File: src/design/haptic_pulse_trigger_defines.svh
// Assertion macros shared by the haptic pulse trigger modules.
// Needs a clk and an active-low rst_n in the scope of each use.
`ifndef HAPTIC_PULSE_TRIGGER_DEFINES_SVH
`define HAPTIC_PULSE_TRIGGER_DEFINES_SVH

// Same-cycle implication, disabled while in reset.
`define HPT_ASSERT_NOW(lbl, ante, cons, msg) \
    lbl: assert property (@(posedge clk) disable iff (!rst_n) (ante) |-> (cons)) \
        else $error(msg);

// Next-cycle implication, disabled while in reset.
`define HPT_ASSERT_NEXT(lbl, ante, cons, msg) \
    lbl: assert property (@(posedge clk) disable iff (!rst_n) (ante) |=> (cons)) \
        else $error(msg);

`endif

File: src/design/hpt_pkg.sv
// Shared types and constants of the haptic pulse trigger.
// No dependencies; imported by the divider and the top level.
package hpt_pkg;

    localparam logic [14:0] MIN_SPEED_RST    = 15'd0;
    localparam logic [14:0] MAX_SPEED_RST    = 15'd256;
    localparam logic [14:0] MAX_DIST_RST     = 15'd256;
    localparam logic [31:0] COOLDOWN_RST     = 32'd0;
    localparam logic [15:0] MIN_AMP_RST      = 16'd0;
    localparam logic [15:0] MAX_AMP_RST      = 16'd65535;
    localparam logic [15:0] PULSE_DUR_RST    = 16'd50;
    localparam logic [9:0]  DUR_MAX          = 10'd1000;
    localparam logic [9:0]  DUR_MIN          = 10'd1;
    localparam int          DIV_STEPS        = 16;

    typedef enum logic [2:0] {
        REJ_NONE       = 3'd0,
        REJ_INELIGIBLE = 3'd1,
        REJ_BAD_SAMPLE = 3'd2,
        REJ_TOO_SLOW   = 3'd3,
        REJ_TOO_FAR    = 3'd4,
        REJ_COOLDOWN   = 3'd5
    } rej_code_t;

    typedef enum logic [2:0] {
        CFG_MIN_SPEED    = 3'd0,
        CFG_MAX_SPEED    = 3'd1,
        CFG_MAX_DISTANCE = 3'd2,
        CFG_COOLDOWN     = 3'd3,
        CFG_MIN_AMP      = 3'd4,
        CFG_MAX_AMP      = 3'd5,
        CFG_PULSE_DUR    = 3'd6
    } cfg_idx_t;

    typedef enum logic [2:0] {
        ST_IDLE,
        ST_CHECK,
        ST_MUL,
        ST_START,
        ST_DIV,
        ST_FINISH
    } state_t;

    typedef struct packed {
        logic start;
    } div_ctrl_t;

    typedef struct packed {
        logic busy;
        logic done;
    } div_stat_t;

endpackage

File: src/design/hpt_if.sv
// Valid/ready channel interfaces of the haptic pulse trigger:
// contact events in, pulse decisions out. No dependencies.
interface hpt_event_if;
    logic        valid;
    logic        ready;
    logic        eligible;
    logic        bad_sample;
    logic [15:0] speed;
    logic [15:0] distance;
    logic [63:0] now_ms;

    modport source (output valid, eligible, bad_sample, speed, distance, now_ms,
                    input ready);
    modport sink   (input valid, eligible, bad_sample, speed, distance, now_ms,
                    output ready);
endinterface

interface hpt_result_if;
    logic        valid;
    logic        ready;
    logic        pulse;
    logic [15:0] amplitude;
    logic [9:0]  duration_ms;
    logic [2:0]  reject_code;

    modport source (output valid, pulse, amplitude, duration_ms, reject_code,
                    input ready);
    modport sink   (input valid, pulse, amplitude, duration_ms, reject_code,
                    output ready);
endinterface

File: src/design/hpt_divider.sv
// Restoring serial divider, one quotient bit per cycle, 16-bit quotient.
// Depends on hpt_pkg and haptic_pulse_trigger_defines.svh.
`include "haptic_pulse_trigger_defines.svh"

module hpt_divider (
    input  logic              clk,
    input  logic              rst_n,
    input  hpt_pkg::div_ctrl_t ctrl,
    input  logic [30:0]       dividend,
    input  logic [14:0]       divisor,
    output hpt_pkg::div_stat_t stat,
    output logic [15:0]       quotient
);
    import hpt_pkg::*;

    logic [14:0] rem_reg;
    logic [15:0] quo_reg;
    logic [14:0] dsr_reg;
    logic [3:0]  cnt_reg;
    logic        busy_reg;
    logic        done_reg;

    logic [15:0] trial;
    logic        fits;

    assign trial = {rem_reg, quo_reg[15]};
    assign fits  = trial >= {1'b0, dsr_reg};

    always_ff @(posedge clk or negedge rst_n)
    begin
        if (!rst_n)
        begin
            busy_reg <= 1'b0;
            done_reg <= 1'b0;
            cnt_reg  <= 4'd0;
        end
        else
        begin
            done_reg <= 1'b0;
            if (ctrl.start)
            begin
                busy_reg <= 1'b1;
                cnt_reg  <= 4'(DIV_STEPS - 1);
            end
            else if (busy_reg)
            begin
                cnt_reg <= cnt_reg - 4'd1;
                if (cnt_reg == 4'd0)
                begin
                    busy_reg <= 1'b0;
                    done_reg <= 1'b1;
                end
            end
        end
    end

    // The quotient fits 16 bits, so the upper dividend bits start as the remainder.
    always_ff @(posedge clk)
    begin
        if (ctrl.start)
        begin
            rem_reg <= dividend[30:16];
            quo_reg <= dividend[15:0];
            dsr_reg <= divisor;
        end
        else if (busy_reg)
        begin
            if (fits)
                rem_reg <= 15'(trial - {1'b0, dsr_reg});
            else
                rem_reg <= trial[14:0];
            quo_reg <= {quo_reg[14:0], fits};
        end
    end

    assign stat.busy = busy_reg;
    assign stat.done = done_reg;
    assign quotient  = quo_reg;

    `HPT_ASSERT_NOW(a_start_idle, ctrl.start, !busy_reg, "divider started while busy")
    `HPT_ASSERT_NEXT(a_done_ends, done_reg, !done_reg && !busy_reg, "divider done held over")
    `HPT_ASSERT_NOW(a_done_quiet, done_reg, !busy_reg, "divider done while busy")

endmodule

File: src/design/haptic_pulse_trigger.sv
// Haptic pulse trigger top level: event checks, amplitude mapping, output register.
// Depends on hpt_pkg, hpt_if, hpt_divider and haptic_pulse_trigger_defines.svh.
//
//   channel  direction  handshake       payload
//   ev       in         valid/ready     eligible, bad_sample, speed, distance, now_ms
//   res      out        valid/ready     pulse, amplitude, duration_ms, reject_code
//   apb      in         psel/penable    7 registers at byte address 4*i
//
// An accepted event passes the states CHECK, MUL, START, DIV and FINISH, waiting
// in DIV for the 16-step serial divider of the amplitude mapping. A rejected
// event goes from CHECK straight to FINISH.
// ev.ready is high only while no event is in work; a new event is taken the
// cycle after its result is loaded into the output register.
// A result waiting in the output register stalls only the final load.
// Reset is asynchronous, active low, and restores all register reset values.
`include "haptic_pulse_trigger_defines.svh"

module haptic_pulse_trigger (
    input  logic        clk,
    input  logic        rst_n,
    hpt_event_if.sink   ev,
    hpt_result_if.source res,
    input  logic        psel,
    input  logic        penable,
    input  logic        pwrite,
    input  logic [4:0]  paddr,
    input  logic [31:0] pwdata,
    output logic [31:0] prdata,
    output logic        pready
);
    import hpt_pkg::*;

    // configuration
    logic [14:0] min_speed_reg;
    logic [14:0] max_speed_reg;
    logic [14:0] max_dist_reg;
    logic [31:0] cooldown_reg;
    logic [15:0] min_amp_reg;
    logic [15:0] max_amp_reg;
    logic [15:0] pulse_dur_reg;

    // pulse history
    logic        has_pulsed_reg;
    logic [63:0] last_time_reg;

    // captured event
    logic        elig_reg;
    logic        bad_reg;
    logic [15:0] speed_reg;
    logic [15:0] dist_reg;
    logic [63:0] now_reg;

    // working values
    logic [2:0]  code_reg;
    logic [15:0] span_reg;
    logic [14:0] num_reg;
    logic [14:0] den_reg;
    logic [30:0] prod_reg;
    logic [15:0] amp_reg;
    logic [9:0]  dur_reg;
    logic        pulse_reg;

    // output register
    logic        out_valid_reg;
    logic        out_pulse_reg;
    logic [15:0] out_amp_reg;
    logic [9:0]  out_dur_reg;
    logic [2:0]  out_code_reg;

    state_t      state_reg;
    state_t      state_next;

    div_ctrl_t   div_ctrl;
    div_stat_t   div_stat;
    logic [15:0] div_quo;

    logic        cfg_wr;
    cfg_idx_t    cfg_idx;
    logic        ev_take;
    logic        out_load;

    logic [16:0] spd_ext;
    logic [16:0] mag;
    logic [64:0] age;
    logic        in_cooldown;
    logic [15:0] max_eff;
    logic [14:0] den;
    logic [16:0] num_full;
    logic [14:0] num;
    logic [15:0] high;
    logic [9:0]  dur;
    logic [2:0]  code;

    assign cfg_wr  = psel && penable && pwrite;
    assign cfg_idx = cfg_idx_t'(paddr[4:2]);
    assign pready  = 1'b1;

    always_ff @(posedge clk or negedge rst_n)
    begin
        if (!rst_n)
        begin
            min_speed_reg <= MIN_SPEED_RST;
            max_speed_reg <= MAX_SPEED_RST;
            max_dist_reg  <= MAX_DIST_RST;
            cooldown_reg  <= COOLDOWN_RST;
            min_amp_reg   <= MIN_AMP_RST;
            max_amp_reg   <= MAX_AMP_RST;
            pulse_dur_reg <= PULSE_DUR_RST;
        end
        else if (cfg_wr)
        begin
            unique case (cfg_idx)
                CFG_MIN_SPEED:    min_speed_reg <= pwdata[14:0];
                CFG_MAX_SPEED:    max_speed_reg <= pwdata[14:0];
                CFG_MAX_DISTANCE: max_dist_reg  <= pwdata[14:0];
                CFG_COOLDOWN:     cooldown_reg  <= pwdata;
                CFG_MIN_AMP:      min_amp_reg   <= pwdata[15:0];
                CFG_MAX_AMP:      max_amp_reg   <= pwdata[15:0];
                CFG_PULSE_DUR:    pulse_dur_reg <= pwdata[15:0];
                default:          ;
            endcase
        end
    end

    always_comb
    begin
        unique case (cfg_idx)
            CFG_MIN_SPEED:    prdata = {17'd0, min_speed_reg};
            CFG_MAX_SPEED:    prdata = {17'd0, max_speed_reg};
            CFG_MAX_DISTANCE: prdata = {17'd0, max_dist_reg};
            CFG_COOLDOWN:     prdata = cooldown_reg;
            CFG_MIN_AMP:      prdata = {16'd0, min_amp_reg};
            CFG_MAX_AMP:      prdata = {16'd0, max_amp_reg};
            CFG_PULSE_DUR:    prdata = {16'd0, pulse_dur_reg};
            default:          prdata = 32'd0;
        endcase
    end

    // Checks and mapping setup on the captured event.
    always_comb
    begin
        spd_ext = {speed_reg[15], speed_reg};
        mag     = speed_reg[15] ? (~spd_ext + 17'd1) : spd_ext;

        // bit 64 is the borrow: time running backwards never rejects
        age         = {1'b0, now_reg} - {1'b0, last_time_reg};
        in_cooldown = has_pulsed_reg && !age[64] && (age[63:32] == 32'd0)
                      && (age[31:0] < cooldown_reg);

        if (!elig_reg)
            code = REJ_INELIGIBLE;
        else if (bad_reg)
            code = REJ_BAD_SAMPLE;
        else if (mag < {2'b00, min_speed_reg})
            code = REJ_TOO_SLOW;
        else if (dist_reg[15] || (dist_reg[14:0] > max_dist_reg))
            code = REJ_TOO_FAR;
        else if (in_cooldown)
            code = REJ_COOLDOWN;
        else
            code = REJ_NONE;

        max_eff  = (max_speed_reg > min_speed_reg) ? {1'b0, max_speed_reg}
                                                   : {1'b0, min_speed_reg} + 16'd1;
        den      = 15'(max_eff - {1'b0, min_speed_reg});
        num_full = mag - {2'b00, min_speed_reg};
        num      = (num_full > {2'b00, den}) ? den : num_full[14:0];

        high = (max_amp_reg > min_amp_reg) ? max_amp_reg : min_amp_reg;

        if (pulse_dur_reg == 16'd0)
            dur = DUR_MIN;
        else if (pulse_dur_reg > {6'd0, DUR_MAX})
            dur = DUR_MAX;
        else
            dur = pulse_dur_reg[9:0];
    end

    assign ev_take  = ev.valid && ev.ready;
    assign out_load = (state_reg == ST_FINISH) && (!out_valid_reg || res.ready);

    always_ff @(posedge clk or negedge rst_n)
    begin
        if (!rst_n)
            state_reg <= ST_IDLE;
        else
            state_reg <= state_next;
    end

    always_comb
    begin
        state_next     = state_reg;
        ev.ready       = 1'b0;
        div_ctrl.start = 1'b0;
        unique case (state_reg)
            ST_IDLE:
            begin
                ev.ready = 1'b1;
                if (ev.valid)
                    state_next = ST_CHECK;
            end
            ST_CHECK:
            begin
                if (code != REJ_NONE)
                    state_next = ST_FINISH;
                else
                    state_next = ST_MUL;
            end
            ST_MUL:
                state_next = ST_START;
            ST_START:
            begin
                div_ctrl.start = 1'b1;
                state_next     = ST_DIV;
            end
            ST_DIV:
            begin
                if (div_stat.done)
                    state_next = ST_FINISH;
            end
            ST_FINISH:
            begin
                if (!out_valid_reg || res.ready)
                    state_next = ST_IDLE;
            end
            default:
                state_next = ST_IDLE;
        endcase
    end

    always_ff @(posedge clk)
    begin
        if (ev_take)
        begin
            elig_reg  <= ev.eligible;
            bad_reg   <= ev.bad_sample;
            speed_reg <= ev.speed;
            dist_reg  <= ev.distance;
            now_reg   <= ev.now_ms;
        end
        if (state_reg == ST_CHECK)
        begin
            code_reg  <= code;
            span_reg  <= high - min_amp_reg;
            num_reg   <= num;
            den_reg   <= den;
            amp_reg   <= 16'd0;
            dur_reg   <= (code == REJ_NONE) ? dur : 10'd0;
            pulse_reg <= (code == REJ_NONE) && (high != 16'd0)
                         && (pulse_dur_reg != 16'd0);
        end
        if (state_reg == ST_MUL)
            prod_reg <= {15'd0, span_reg} * {16'd0, num_reg};
        if ((state_reg == ST_DIV) && div_stat.done)
            amp_reg <= min_amp_reg + div_quo;
        if (out_load)
        begin
            out_pulse_reg <= pulse_reg;
            out_amp_reg   <= amp_reg;
            out_dur_reg   <= dur_reg;
            out_code_reg  <= code_reg;
        end
    end

    always_ff @(posedge clk or negedge rst_n)
    begin
        if (!rst_n)
        begin
            out_valid_reg  <= 1'b0;
            has_pulsed_reg <= 1'b0;
            last_time_reg  <= 64'd0;
        end
        else
        begin
            if (out_load)
                out_valid_reg <= 1'b1;
            else if (res.ready)
                out_valid_reg <= 1'b0;
            // record the pulse time as the result leaves the sequencer
            if (out_load && pulse_reg)
            begin
                has_pulsed_reg <= 1'b1;
                last_time_reg  <= now_reg;
            end
        end
    end

    hpt_divider u_div (
        .clk      (clk),
        .rst_n    (rst_n),
        .ctrl     (div_ctrl),
        .dividend (prod_reg),
        .divisor  (den_reg),
        .stat     (div_stat),
        .quotient (div_quo)
    );

    assign res.valid       = out_valid_reg;
    assign res.pulse       = out_pulse_reg;
    assign res.amplitude   = out_amp_reg;
    assign res.duration_ms = out_dur_reg;
    assign res.reject_code = out_code_reg;

    `HPT_ASSERT_NEXT(a_take_check, ev_take, state_reg == ST_CHECK, "event not checked")
    `HPT_ASSERT_NOW(a_pulse_ok, out_valid_reg && out_pulse_reg, out_code_reg == REJ_NONE, "pulse on reject")
    `HPT_ASSERT_NOW(a_rej_zero, out_valid_reg && (out_code_reg != REJ_NONE), (out_amp_reg == 16'd0) && (out_dur_reg == 10'd0), "reject with payload")
    `HPT_ASSERT_NOW(a_done_div, div_stat.done, state_reg == ST_DIV, "divider done outside wait")
    `HPT_ASSERT_NOW(a_dur_set, out_valid_reg && (out_code_reg == REJ_NONE), out_dur_reg != 10'd0, "accepted event without duration")

endmodule

File: src/flat_wrapper.sv
// flat-port wrapper written by rule: the top's interface ports become plain ports
module haptic_pulse_trigger_flat import hpt_pkg::*;
  (clk, rst_n, psel, penable, pwrite, paddr, pwdata, prdata, pready, ev_valid, ev_eligible, ev_bad_sample, ev_speed, ev_distance, ev_now_ms, ev_ready, res_valid, res_pulse, res_amplitude, res_duration_ms, res_reject_code, res_ready);
  hpt_event_if ev_i ();
  hpt_result_if res_i ();
  input  logic clk;
  input  logic rst_n;
  input  logic psel;
  input  logic penable;
  input  logic pwrite;
  input  logic [4:0] paddr;
  input  logic [31:0] pwdata;
  output logic [31:0] prdata;
  output logic pready;
  input wire logic [$bits(ev_i.valid)-1:0] ev_valid;
  input wire logic [$bits(ev_i.eligible)-1:0] ev_eligible;
  input wire logic [$bits(ev_i.bad_sample)-1:0] ev_bad_sample;
  input wire logic [$bits(ev_i.speed)-1:0] ev_speed;
  input wire logic [$bits(ev_i.distance)-1:0] ev_distance;
  input wire logic [$bits(ev_i.now_ms)-1:0] ev_now_ms;
  output wire logic [$bits(ev_i.ready)-1:0] ev_ready;
  output wire logic [$bits(res_i.valid)-1:0] res_valid;
  output wire logic [$bits(res_i.pulse)-1:0] res_pulse;
  output wire logic [$bits(res_i.amplitude)-1:0] res_amplitude;
  output wire logic [$bits(res_i.duration_ms)-1:0] res_duration_ms;
  output wire logic [$bits(res_i.reject_code)-1:0] res_reject_code;
  input wire logic [$bits(res_i.ready)-1:0] res_ready;
  assign ev_i.valid = ev_valid;
  assign ev_i.eligible = ev_eligible;
  assign ev_i.bad_sample = ev_bad_sample;
  assign ev_i.speed = ev_speed;
  assign ev_i.distance = ev_distance;
  assign ev_i.now_ms = ev_now_ms;
  assign ev_ready = ev_i.ready;
  assign res_valid = res_i.valid;
  assign res_pulse = res_i.pulse;
  assign res_amplitude = res_i.amplitude;
  assign res_duration_ms = res_i.duration_ms;
  assign res_reject_code = res_i.reject_code;
  assign res_i.ready = res_ready;
  haptic_pulse_trigger u_core (.clk(clk), .rst_n(rst_n), .ev(ev_i), .res(res_i), .psel(psel), .penable(penable), .pwrite(pwrite), .paddr(paddr), .pwdata(pwdata), .prdata(prdata), .pready(pready));
endmodule
File: config.mk
export PLATFORM = sky130hd
export DESIGN_NAME = haptic_pulse_trigger_flat
export DESIGN_NICKNAME = d
export VERILOG_FILES = /design/src/design/hpt_pkg.sv /design/src/design/hpt_if.sv /design/src/design/hpt_divider.sv /design/src/design/haptic_pulse_trigger.sv /design/src/flat_wrapper.sv
export VERILOG_INCLUDE_DIRS = /design/src /design/src/design
export SDC_FILE = /design/constraint.sdc
export NUM_CORES = 2
export LEC_CHECK = 0
export BUFFER_PORTS_ARGS = -buffer_cell sky130_fd_sc_hd__buf_2
export CAP_MARGIN = 10
export CORE_MARGIN = 5
export CORE_UTILIZATION = 58
export CTS_BUF_LIST = sky130_fd_sc_hd__clkbuf_4
export DETAILED_ROUTE_END_ITERATION = 10
export PLACE_DENSITY = 0.79
export REMOVE_ABC_BUFFERS = 1
export SYNTH_ARGS = -nofsm -noshare
export SYNTH_HDL_FRONTEND = slang
export SYNTH_SLANG_ARGS = --single-unit
File: constraint.sdc
create_clock -name clk -period 6.92 [get_ports clk]
set_input_delay 0.346 -clock clk [delete_from_list [all_inputs] [get_ports clk]]
set_output_delay 0.346 -clock clk [all_outputs]
set_load 0.05 [all_outputs]
After elaboration in Yosys (flattened, before gate mapping) --
Index checks and enable logic that the tools add are counted.
Word-level totals: register bits after elaboration 481, output and inout bits 65
Cells by class: $add $sub $neg 9, multipliers 1, order comparisons 8, equality and inequality tests 14, mux-type cells 36, bitwise logic cells 2, reductions and logical operators 37
Operators with widths (number):
- $pmux 32 s7 | 1
- $mux 16 | 5
- $mux 15 | 5
- $sub 64x64->65 | 1
- $logic_not 32->1 | 1
- $lt 32x32->1 | 1
- $reduce_bool 16->1 | 2
- $mul 16x15->31 | 1
- $gt 15x15->1 | 2
- $sub 15x15->15 | 2
- $mux 3 | 9
- $pmux 3 s6 | 1
- $add 17x1->17 const B | 1
- $gt 17x15->1 | 1
- $lt 17x15->1 | 1
- $mux 17 | 1
- $not 17->17 | 1
- $sub 17x15->17 | 1
- $add 16x16->16 | 1
- $ge 16x15->1 | 1
- $gt 16x10->1 const B | 1
- $gt 16x16->1 | 1
- $logic_not 16->1 | 1
- $sub 16x16->16 | 1
- other kinds (21) | 64

Depth between registers and ports, before layout --
word-level depth 13, mapped depth 36, depth with buffers taken out 34

Hierarchy --
From an unflattened synthesis, not the netlist that was laid out.
Unflattened totals: cells, all modules 3589, area total of the unflattened synthesis 36706.5 sq um
Modules (own cells, without submodules):
- haptic_pulse_trigger | instances 1, cells an instance 3317, area an instance 33517.1 sq um
- hpt_divider | instances 1, cells an instance 272, area an instance 3189.3 sq um

Worst setup path after synthesis --
Ideal clock, no wire load.
path type reg2reg, start reg u_core.min_speed_reg[1], end reg u_core.num_reg[10], data pin, setup time 0.260 ns, arrival 6.496 ns, path slack 0.164 ns, cell stages (with the launch flop) 36, path buffers 1, clock period less this slack 6.756 ns, path through dfrtp_1 > inv_1 > ha_1 > nor2b_1 > o21a_1 > o21a_1 > o21a_1 > o21a_1 > o21ai_0 > nand2b_1 > a21oi_1 > or3_1 > a21oi_1 > mux2_2 > ha_1 > fa_1 > nor2b_1 > o21ai_0 > nand2b_1 > a21o_1 > a21o_1 > a21o_1 > nand2_1 > a21boi_0 > o21ai_0 > a211oi_1 > a31oi_1 > xor2_1 > inv_1 > ha_1 > nand3_1 > or4_1 > o21ai_0 > o21ai_1 > clkbuf_1 > mux2_2
On the way: cells in the longest elaborated chain, start to end 5
RTL lines:
- start, declared | RTL line haptic_pulse_trigger.sv:34 | logic [14:0] min_speed_reg;
- start signal, assigned | RTL line haptic_pulse_trigger.sv:113 | CFG_MIN_SPEED: min_speed_reg <= pwdata[14:0];
- $add 15x1->15 or $gt 15x15->1 (tied branches) | RTL line haptic_pulse_trigger.sv:164, haptic_pulse_trigger.sv:163
- $mux 15 | RTL line haptic_pulse_trigger.sv:163 | max_eff = (max_speed_reg > min_speed_reg) ? {1'b0, max_speed_reg}
- $sub 15x15->15 (*) | RTL line haptic_pulse_trigger.sv:165 | den = 15'(max_eff - {1'b0, min_speed_reg});
- net u_core.den[14] | RTL line haptic_pulse_trigger.sv:87 | logic [14:0] den;
- $gt 17x15->1 (*) | RTL line haptic_pulse_trigger.sv:167 | num = (num_full > {2'b00, den}) ? den : num_full[14:0];
- $mux 15 (*) | RTL line haptic_pulse_trigger.sv:167
- net u_core.num[10] | RTL line haptic_pulse_trigger.sv:89 | logic [14:0] num;
- end signal, assigned | RTL line haptic_pulse_trigger.sv:245 | num_reg <= num;
- end, declared | RTL line haptic_pulse_trigger.sv:56 | logic [14:0] num_reg;
Mark *: on every way through the listed nets, which the timed path passes. The rest lies on a longest branch. A chain may end at the register's enable or synchronous reset.

Worst setup path after layout --
start reg u_core.span_reg[2], end reg u_core.prod_reg[30], data pin
On the way: cells in the longest elaborated chain, start to end 1
RTL lines:
- start, declared | RTL line haptic_pulse_trigger.sv:55 | logic [15:0] span_reg;
- start signal, assigned | RTL line haptic_pulse_trigger.sv:244 | span_reg <= high - min_amp_reg;
- $mul 16x15->31 | RTL line haptic_pulse_trigger.sv:253 | prod_reg <= {15'd0, span_reg} * {16'd0, num_reg};
- end signal, assigned | RTL line haptic_pulse_trigger.sv:253
- end, declared | RTL line haptic_pulse_trigger.sv:58 | logic [30:0] prod_reg;
No other way between the ends.

==> results.yml <==
die:
  die_h_um: 259
  ioPinCount: 207
  fp.dieW_um: 259
  initial_core_util_pct: 58.4
  die_area_sq_mm: 0.0670
  coreArea_sq_mm: 0.0615
  fp-row-count: 91
global_route:
  grt_use_total_pct: 28.4
  grt_pass1_wl_um: 152000
  grt_overflow: 0
  grt_max_degree: 130
  grt_pass1_vias: 29302
  antenna_found_initial: 4
clocking:
  worstSkewPairLatency_ns: 1.00
  cts_inserted_buffers: 130
  clock-sinks: 481
  clk_pin_slew_ns: 0.06
  clock_path_buffers: 3
  cts_tree: "done"
  cts_root_buf: "clkbuf_4"
  htree_num_levels: 4
synth:
  ys.flop_type: "edfxtp_1"
  ys_seq_area_share_pct: 37.5
  synth_edf_count: 281
  ys_async_sr_fraction_pct: 41.6
  synth_area_sq_mm: 0.0359
  ys_types: 90
  ys.warnings.count: 0
  synthCells: 3520
  synth.avg_cell_area_sq_um: 10.2
  ys_seq_elements: 481
drt:
  vias_per_cell: 5.83
  wl_per_cell_um: 19.5
  drt_wl_total_um: 95300
  drtAntennaViolNets: 0
  first_iter_violations: 2532
  drcViolationCount: 0
  drt_pass1_iterations: 7
  vias: 28443
timing:
  setup_violations: 0
  tightest_slew_ns: 1.13
  final_max_slew_viol_count: 0
  fin_crit_ns: 6.71
  hold_viol: 0
  period_share_pct: 96.9
  clock.fmax_mhz: 149
  slew_headroom_pct: 23.7
  rsz0062_at_grt: "true"
  finClkSkew_ns: 0.0933
setup_path:
  start_kind: "flop"
  arrival_ns: 7.40
  cp-end-kind: "flop"
  crit_type: "reg -> reg"
  required_ns: 7.61
  cp_max_fo: 8
final_layout:
  instances_no_fill: 4880
  layout_common_cells: "408 x inv_1, 343 x nand2_1, 324 x ha_1, 281 x edfxtp_1, 202 x buf_2"
  area_growth_pct: 15.7
  final_common_cell: "inv_1"
  utilization_pct: 67.6
  drive_gt1_share_pct: 19.0
  num-nets-final: 4637
place:
  port_buffers: 203
  post-place-cells: 4478
  hpwl_um: 70200
  place.gp.congestion: 0.960
outcome:
  outcome: "finished, final reports clean"
hold_path:
  hold_path_class: "in -> reg"
flow_run:
  maxCapViolations: 0
## worst max-delay path, cell delays in order (launching register included)
cell,delay (ns)
edfxtp_1,0.54
buf_4,0.22
and2_1,0.16
fa_1,0.44
fa_1,0.55
inv_1,0.05
fa_1,0.49
inv_1,0.07
fa_1,0.50
fa_1,0.52
fa_1,0.50
ha_1,0.36
nand2_1,0.14
nor2_1,0.07
a21oi_2,0.13
o31ai_2,0.10
o211ai_1,0.20
buf_4,0.16
o21ai_1,0.08
a41o_1,0.27
or4_4,0.42
a31o_2,0.25
a21oi_2,0.13
xnor2_1,0.08
## metrics by stage
step / area (sq um) / setup slack, ns / setup TNS, ns / hold WS [ns]
after CTS: 41400 / 0.0377 / 0 / 0.000539
final: 41600 / 0.212 / 0 / 0.0662
after global routing: 41600 / -0.0801 / -0.302 / 0.0208
after global placement: 38200 / 0.113 / 0 / 0.395
after floorplan: 35500 / -0.490 / -6.89 / 0.0504
after detailed placement: 38200 / 0.0338 / 0 / 0.399
## worst paths after layout
kind                                              start  cells after the start                              endpoint  slack [ns]
hold / removal                           ev_distance[4]                      2          u_core.dist_reg[4]$_DFFE_PP_        0.07
min in group asynchronous                         rst_n                      4  u_core.last_time_reg[29]$_DFFE_PN0P_        0.56
max in group asynchronous                         rst_n                      4     u_core.min_amp_reg[0]$_DFFE_PN0P_        5.66
setup / recovery           u_core.span_reg[2]$_DFFE_PN_                     23         u_core.prod_reg[30]$_DFFE_PP_        0.21
hold reg to reg             u_core.den_reg[4]$_DFFE_PN_                      0     u_core.u_div.dsr_reg[4]$_DFFE_PP_        0.38
setup reg to reg           u_core.span_reg[2]$_DFFE_PN_                     23         u_core.prod_reg[30]$_DFFE_PP_        0.21
## cell families after synthesis
family | count (synthesis) | share of synthesized area [%]
compound gates | 645 | 11.4
xor+xnor | 143 | 3.49
fa+ha+maj | 514 | 21.8
buf+inv | 527 | 5.58
flops | 481 | 37.5
mux | 226 | 7.12
other cells | 1 | 0.0104
simple gates | 983 | 13.2
## cell usage after synthesis (all sizes together) (16+ instances only)
cell    count  area share (%)
xor2       45             1.1
a21oi     176             2.5
xnor2      98             2.4
a211oi     17            0.38
dfstp      21             1.5
dfrtp     179              12
inv       409             4.3
nand2     347             3.6
nor2b      42            0.73
a31oi      17            0.30
a21boi     16            0.33
o21ai     189             2.7
clkbuf     93            0.97
a21o       70             1.5
nand3      49            0.68
or3        16            0.29
o21a       29            0.61
edfxtp    281              23
mux2      188             5.9
nand4      51            0.89
fa        186              10
mux2i      33            0.92
buf        25            0.34
ha        328              11
nand2b     30            0.52
and2      116             2.0
nor3       58            0.82
o21bai     21            0.44
a22oi      18            0.38
nor4       18            0.33
nor2      202             2.1
## cell type report
cell class / instances / area [sq um]
multi-input combinational: 2512 / 20600
clock inverter: 49 / 295
timing repair buffer: 447 / 3300
antenna: 6 / 15.0
inverter: 409 / 1540
sequential: 481 / 13500
fill: 4549 / 19900
clock buffer: 186 / 1400
tap: 790 / 988
## repair_timing
action | in CTS | in global routing
gates resized for setup | 2 | 27
setup endpoints to repair | 1 | 18
hold endpoints to repair | 321 | 0
buffers inserted | 1 | 10
hold buffers | 150 | 0
gates cloned | 0 | 0
pin swaps | 0 | 15
## metal layers
metal  vias to the layer above  share of wire, %  global-route usage (%)
met3                       273               7.7                    7.04
met1                     13734                40                    35.2
li1                      13247                 -                       -
met4                         0               3.9                    11.1
met2                      1189                49                    48.0
met5                         -                 0                       0
Power is left out: the tool's default activity adds up to more than one toggle a clock period on the data nets, which glitch-free logic cannot reach.
